==> src/hw/rtl/pcsd_pkg.sv <==
// Package for the prefix code symbol decoder.
// Holds sizes, item structs, table entry type and sequencer states; no dependencies.
package pcsd_pkg;

  localparam int NUM_SYMBOLS  = 256;
  localparam int MAX_CODE_LEN = 16;
  localparam int SYM_W        = $clog2(NUM_SYMBOLS);
  localparam int SCAN_W       = $clog2(NUM_SYMBOLS + 1);
  localparam int LEN_W        = 5;
  localparam int CODE_W       = 16;
  localparam int BYTE_BITS    = 8;
  localparam int LEFT_W       = 4;

  localparam logic CMD_LOAD = 1'b0;
  localparam logic CMD_DATA = 1'b1;

  typedef struct packed {
    logic        cmd;
    logic [7:0]  symbol_index;
    logic [15:0] code_bits;
    logic [4:0]  code_length;
    logic [7:0]  data_byte;
    logic        block_end;
  } in_item_t;

  typedef struct packed {
    logic [7:0] decoded_symbol;
    logic       code_error;
    logic       last_of_byte;
  } out_item_t;

  typedef struct packed {
    logic [MAX_CODE_LEN-1:0] bits;
    logic [LEN_W-1:0]        len;
  } entry_t;

  typedef struct packed {
    logic             wr_en;
    logic [SYM_W-1:0] wr_addr;
    entry_t           wr_data;
  } tbl_wr_t;

  typedef enum logic [4:0] {
    S_IDLE  = 5'b00001,
    S_SHIFT = 5'b00010,
    S_SCAN  = 5'b00100,
    S_POST  = 5'b01000,
    S_FLUSH = 5'b10000
  } state_t;

endpackage

==> src/hw/rtl/pcsd_core.sv <==
// Bit-serial decode sequencer: shifts one code bit at a time into the accumulator
// and scans the code table per bit. Depends on pcsd_pkg.
module pcsd_core (
  input  logic                       clk,
  input  logic                       rst_n,
  input  logic                       start,
  input  logic [7:0]                 start_byte,
  input  logic                       start_blk,
  output logic                       busy,
  output logic                       rd_en,
  output logic [pcsd_pkg::SYM_W-1:0] rd_addr,
  input  pcsd_pkg::entry_t           rd_data,
  input  logic                       out_free,
  output logic                       push,
  output pcsd_pkg::out_item_t        push_item
);
  import pcsd_pkg::*;

  state_t                 state_r, state_nxt;
  logic [CODE_W-1:0]      acc_r, acc_nxt;
  logic [LEN_W-1:0]       cnt_r, cnt_nxt;
  logic [BYTE_BITS-1:0]   byte_r, byte_nxt;
  logic [LEFT_W-1:0]      left_r, left_nxt;
  logic                   blk_r, blk_nxt;
  logic [SCAN_W-1:0]      idx_r, idx_nxt;
  logic                   cmp_vld_r, cmp_vld_nxt;
  logic [SYM_W-1:0]       cmp_idx_r, cmp_idx_nxt;
  logic                   new_vld_r, new_vld_nxt;
  out_item_t              new_r, new_nxt;
  logic                   pend_vld_r, pend_vld_nxt;
  out_item_t              pend_r, pend_nxt;
  logic                   hit;
  logic                   new_done;

  assign busy    = (state_r != S_IDLE);
  assign rd_en   = (state_r == S_SCAN) && (idx_r < SCAN_W'(NUM_SYMBOLS));
  assign rd_addr = idx_r[SYM_W-1:0];

  assign hit = cmp_vld_r && (rd_data.len != '0) && (rd_data.len == cnt_r) &&
               (rd_data.bits == acc_r);

  assign new_done = !new_vld_r || !pend_vld_r || out_free;

  always_comb begin
    state_nxt    = state_r;
    acc_nxt      = acc_r;
    cnt_nxt      = cnt_r;
    byte_nxt     = byte_r;
    left_nxt     = left_r;
    blk_nxt      = blk_r;
    idx_nxt      = idx_r;
    cmp_vld_nxt  = rd_en;
    cmp_idx_nxt  = idx_r[SYM_W-1:0];
    new_vld_nxt  = new_vld_r;
    new_nxt      = new_r;
    pend_vld_nxt = pend_vld_r;
    pend_nxt     = pend_r;
    push         = 1'b0;
    push_item    = pend_r;

    unique case (state_r)
      S_IDLE: begin
        if (start) begin
          byte_nxt  = start_byte;
          blk_nxt   = start_blk;
          left_nxt  = LEFT_W'(BYTE_BITS);
          state_nxt = S_SHIFT;
        end
      end
      S_SHIFT: begin
        // advance one code bit, MSB first
        acc_nxt   = {acc_r[CODE_W-2:0], byte_r[BYTE_BITS-1]};
        cnt_nxt   = cnt_r + LEN_W'(1);
        byte_nxt  = {byte_r[BYTE_BITS-2:0], 1'b0};
        left_nxt  = left_r - LEFT_W'(1);
        idx_nxt   = '0;
        state_nxt = S_SCAN;
      end
      S_SCAN: begin
        idx_nxt = idx_r + SCAN_W'(1);
        if (hit) begin
          new_vld_nxt = 1'b1;
          new_nxt     = '{decoded_symbol: 8'(cmp_idx_r), code_error: 1'b0,
                          last_of_byte: 1'b0};
          acc_nxt     = '0;
          cnt_nxt     = '0;
          state_nxt   = S_POST;
        end else if (idx_r == SCAN_W'(NUM_SYMBOLS)) begin
          if (cnt_r == LEN_W'(MAX_CODE_LEN)) begin
            new_vld_nxt = 1'b1;
            new_nxt     = '{decoded_symbol: 8'd0, code_error: 1'b1, last_of_byte: 1'b0};
            acc_nxt     = '0;
            cnt_nxt     = '0;
          end
          state_nxt = S_POST;
        end
      end
      S_POST: begin
        // hold the newest result back until we know whether it ends the byte
        if (new_vld_r && pend_vld_r && out_free) begin
          push = 1'b1;
        end
        if (new_vld_r && new_done) begin
          pend_vld_nxt = 1'b1;
          pend_nxt     = new_r;
          new_vld_nxt  = 1'b0;
        end
        if (new_done) begin
          state_nxt = (left_r != '0) ? S_SHIFT : S_FLUSH;
        end
      end
      S_FLUSH: begin
        push_item.last_of_byte = 1'b1;
        if (!pend_vld_r || out_free) begin
          push         = pend_vld_r;
          pend_vld_nxt = 1'b0;
          if (blk_r) begin
            acc_nxt = '0;
            cnt_nxt = '0;
          end
          state_nxt = S_IDLE;
        end
      end
      default: state_nxt = S_IDLE;
    endcase
  end

  always_ff @(posedge clk) begin
    if (!rst_n) begin
      state_r    <= S_IDLE;
      acc_r      <= '0;
      cnt_r      <= '0;
      cmp_vld_r  <= 1'b0;
      new_vld_r  <= 1'b0;
      pend_vld_r <= 1'b0;
    end else begin
      state_r    <= state_nxt;
      acc_r      <= acc_nxt;
      cnt_r      <= cnt_nxt;
      cmp_vld_r  <= cmp_vld_nxt;
      new_vld_r  <= new_vld_nxt;
      pend_vld_r <= pend_vld_nxt;
    end
  end

  always_ff @(posedge clk) begin
    byte_r    <= byte_nxt;
    left_r    <= left_nxt;
    blk_r     <= blk_nxt;
    idx_r     <= idx_nxt;
    cmp_idx_r <= cmp_idx_nxt;
    new_r     <= new_nxt;
    pend_r    <= pend_nxt;
  end

  a_cnt_bound: assert property (@(posedge clk) disable iff (!rst_n)
    cnt_r <= LEN_W'(MAX_CODE_LEN))
    else $error("accumulated count above code length limit");

  a_push_free: assert property (@(posedge clk) disable iff (!rst_n)
    push |-> out_free)
    else $error("result pushed into a full output register");

  a_idle_clean: assert property (@(posedge clk) disable iff (!rst_n)
    (state_r == S_IDLE) |-> (!pend_vld_r && !new_vld_r))
    else $error("pending result left behind after a byte");

  a_push_pend: assert property (@(posedge clk) disable iff (!rst_n)
    push |-> pend_vld_r)
    else $error("push without a held result");

endmodule

==> config.mk <==
export PLATFORM = sky130hd
export DESIGN_NAME = pcsd_core
export DESIGN_NICKNAME = d
export VERILOG_FILES = /design/src/hw/rtl/pcsd_pkg.sv /design/src/hw/rtl/pcsd_core.sv
export SDC_FILE = /design/constraint.sdc
export NUM_CORES = 1
export LEC_CHECK = 0
export BUFFER_PORTS_ARGS = -buffer_cell sky130_fd_sc_hd__buf_4
export CAP_MARGIN = 0
export CORE_AREA = 3 3 83 85
export CTS_BUF_LIST = sky130_fd_sc_hd__clkbuf_8
export CTS_CLUSTER_DIAMETER = 200
export DETAILED_ROUTE_END_ITERATION = 16
export DIE_AREA = 0 0 86 88
export GPL_TIMING_DRIVEN = 0
export HOLD_SLACK_MARGIN = 0.15
export PLACE_DENSITY = 0.8
export SYNTH_ARGS = -nofsm -noshare
export SYNTH_HDL_FRONTEND = slang
export SYNTH_SLANG_ARGS = --single-unit
==> constraint.sdc <==
create_clock -name clk -period 4.8 [get_ports clk]
set_input_delay 0.72 -clock clk [delete_from_list [all_inputs] [get_ports clk]]
set_output_delay 0.72 -clock clk [all_outputs]
set_load 0.02 [all_outputs]
==> results.yml <==
grt:
  grt_first_pass_wirelength_um: 11600
  grt.total_usage_pct: 19.7
  grt_pass1_vias: 2490
  grt_start_max_net_pins: 16
  grt_antenna_before_repair: 0
  grt_residual_overflow: 0
clock_tree:
  clockRootBuffer: "sky130_fd_sc_hd__clkbuf_8"
  cts.sink_count: 77
  tritoncts: "yes"
  cts_made_buffers: 9
  clock_transition_at_the_registers_of_the_reported_paths_ps: 80
  cts.hold.buffers_added: 0
  post_cts_repair_timing_setup_buffer_count: 0
  worstSkewPairLatency_ps: 350
  cts.htree.levels: 3
  clock_tree_buffer_depth: 2
  resized_after_cts: 0
logic_synthesis:
  synth_most_common_cell: "sky130_fd_sc_hd__edfxtp_1"
  synth_top_cell_area_share_pct: 34.5
  synth.top_cells.by_count: "40 x sky130_fd_sc_hd__edfxtp_1, 37 x sky130_fd_sc_hd__dfxtp_1, 32 x sky130_fd_sc_hd__nand2_1"
  synth_top_flop_cell: "sky130_fd_sc_hd__edfxtp_1"
  fraction_of_registers_with_async_set_or_reset_after_synthesis_pct: 0
  ys_seq_area_share_pct: 55.8
  avgSynthCellArea_sq_um: 11.1
  synth.cell_area_sq_um: 3480
  ys_top_cells_by_area: "sky130_fd_sc_hd__edfxtp_1 35%, sky130_fd_sc_hd__dfxtp_1 21%, sky130_fd_sc_hd__xor2_1 4.8%"
  synth_edf_count: 40
  mappedNetlistNets: 353
  leading_area_contributor_after_synthesis: "sky130_fd_sc_hd__edfxtp_1"
  synth-seq-cells: 77
  post_synth_num_cell_types: 52
  postSynthCellCount: 314
  yosys_warnings: 0
finish:
  areaGrowthSynthToFinish_pct: 19.6
  layout-drive-gt1-share_pct: 27.3
  post-route-cell-area_sq_um: 4160
  fillCellCount: 502
  antenna_cells_inserted: 0
  fin_nets: 418
drt:
  drc_errors: 0
  firstDrtPassIters: 4
  post_drt_via_cell_ratio: 5.60
  avg_wl_per_cell_um: 15.3
  first_iter_violations: 173
  via_count: 2583
  antenna_violating_nets_post_route: 0
  wl_um: 7070
place:
  port-buffer-count: 53
  dp_hpwl_um: 5270
  placed_cell_area_sq_um: 3980
  gp_congestion: 0.894
die:
  die_w_um: 86
  io_pins: 55
  starting_density_pct: 55.4
  design.die.area_sq_um: 7570
  die_h_um: 88
  core-area_sq_um: 6280
  fp-row-count: 29
run:
  total_of_max_cap_violations: 0
worst_setup_path:
  criticalPathCategory: "in2reg"
  worstSetupEndpointType: "flop"
  worstPathMaxFanout: 10
  cp_data_arrival_time_ps: 3350
  cp.required_ps: 4780
  critical_path.startpoint_type: "input pin"
sta:
  min_period_over_period_pct: 70.3
  timing.final.setup_violations: 0
  slew_violations: 0
  finalCriticalPeriod_ps: 3380
  relSlewSlack_pct: 23.2
  rsz_0062_raised_after_global_routing: "no"
  totalNegativeSetupSlack_ps: 0
  hold_violations: 0
  fmaxAchievable_mhz: 296
  final.setup_skew_ps: 6.23
  transition_time_of_the_tightest_slew_check_pin_ps: 1150
pwr:
  power_density_nw_per_um2: 328
  cellLeakagePower_nw: 1.70
  ir_drop_v: 0.000206
min_path:
  min_path_type: "reg2reg"
run_status:
  status: "completed"
==> power by group <==
part           internal, mW  total, mW  leakage, nW  switching (mW)
clock network         0.195      0.450       0.0881           0.255
logic                0.0710      0.166        0.948          0.0954
registers             0.729      0.750        0.668          0.0215
==> layer usage <==
metal,vias to the layer above,track usage [%],part of all wire [%]
met5,-,0,0
met4,0,7.05,1.8
met3,13,4.99,5.7
met2,80,31.7,49
met1,1229,25.9,44
li1,1261,-,-
==> path summary, 6_finish.rpt <==
| check | from | slack (ps) | depth (start not counted) | endpoint |
|---|---|---|---|---|
| worst max-delay path | rd_data[18] | 1420 | 8 | new_r[1] |
| worst min-delay path | new_r[4] | 420 | 0 | push_item[4] |
| worst max register to register | acc_r[13] | 1530 | 7 | new_r[1] |
| worst min register to register | new_r[4] | 420 | 0 | push_item[4] |
==> state kept, by name, indices dropped and copies added (netlist names) <==
| name | count |
|---|---|
| cnt_r | 5 |
| cmp_idx_r | 8 |
| state_r | 5 |
| new_r | 9 |
| push_item | 9 |
| acc_r | 16 |
| idx_r | 9 |
| left_r | 4 |
| cmp_vld_r | 1 |
| byte_r | 8 |
| new_vld_r | 1 |
| blk_r | 1 |
| pend_vld_r | 1 |
==> area by class of cell <==
type / count / area (sq um) / area share [%]
plain buffers: 18 / 126 / 3.04
clock buffers: 9 / 124 / 2.98
clock inverters: 7 / 57.6 / 1.38
inverters: 11 / 41.3 / 0.992
multi-input cells: 208 / 1370 / 32.9
flip-flops and latches: 77 / 1940 / 46.7
well taps: 77 / 96.3 / 2.32
repair buffers: 54 / 405 / 9.74
==> cells in the final DEF, fill, tap and decap left out, types with 3 or more instances in the layout <==
cell type,synthesis,layout
sky130_fd_sc_hd__buf_4,8,62
sky130_fd_sc_hd__and3_1,5,5
sky130_fd_sc_hd__xnor2_1,8,8
sky130_fd_sc_hd__a21oi_1,11,11
sky130_fd_sc_hd__clkbuf_1,6,6
sky130_fd_sc_hd__and2_1,12,12
sky130_fd_sc_hd__nor4_1,7,7
sky130_fd_sc_hd__a22oi_1,5,5
sky130_fd_sc_hd__ha_1,5,5
sky130_fd_sc_hd__edfxtp_1,40,40
sky130_fd_sc_hd__clkbuf_8,2,11
sky130_fd_sc_hd__inv_1,10,10
sky130_fd_sc_hd__nor2_1,25,25
sky130_fd_sc_hd__nand2_1,32,32
sky130_fd_sc_hd__nor3_1,4,4
sky130_fd_sc_hd__nand2b_1,7,7
sky130_fd_sc_hd__or4_1,3,3
sky130_fd_sc_hd__a32o_2,13,13
sky130_fd_sc_hd__a21boi_1,3,3
sky130_fd_sc_hd__nand4_1,7,7
sky130_fd_sc_hd__nand3_1,7,7
sky130_fd_sc_hd__dfxtp_1,37,37
sky130_fd_sc_hd__o21ai_0,5,4
sky130_fd_sc_hd__a31oi_1,3,3
sky130_fd_sc_hd__xor2_1,19,19
==> kinds of logic after synthesis <==
kind of cell / synth area share [%]
mux: 0.288
flops: 55.8
fa+ha+maj: 1.80
xor+xnor: 6.80
simple gates: 19.1
buf+inv: 4.82
compound gates: 11.4
==> metrics by stage <==
stage | worst slack, ps | instances | power [mW] | hold WS, ps | util (%)
2_1_floorplan | 1660 | 314 | 0.864 | 400 | -
5_1_grt | 1210 | 461 | 1.42 | 436 | 66.3
4_1_cts | 1400 | 461 | 1.38 | 425 | 66.3
3_3_place_gp | 1160 | 444 | 0.922 | 400 | 63.3
6_report | 1420 | 461 | 1.37 | 424 | 66.3
3_5_place_dp | 1040 | 445 | 0.932 | 405 | 63.4
==> worst max-delay path: stages <==
cell and delay, ps:
sky130_fd_sc_hd__buf_4 110, sky130_fd_sc_hd__xor2_1 150, sky130_fd_sc_hd__or4_1 520, sky130_fd_sc_hd__or3_1 350
sky130_fd_sc_hd__nor4_1 440, sky130_fd_sc_hd__clkbuf_1 330, sky130_fd_sc_hd__inv_2 70, sky130_fd_sc_hd__a21oi_1 660
No activity file was read; power rests on OpenSTA's default activity.
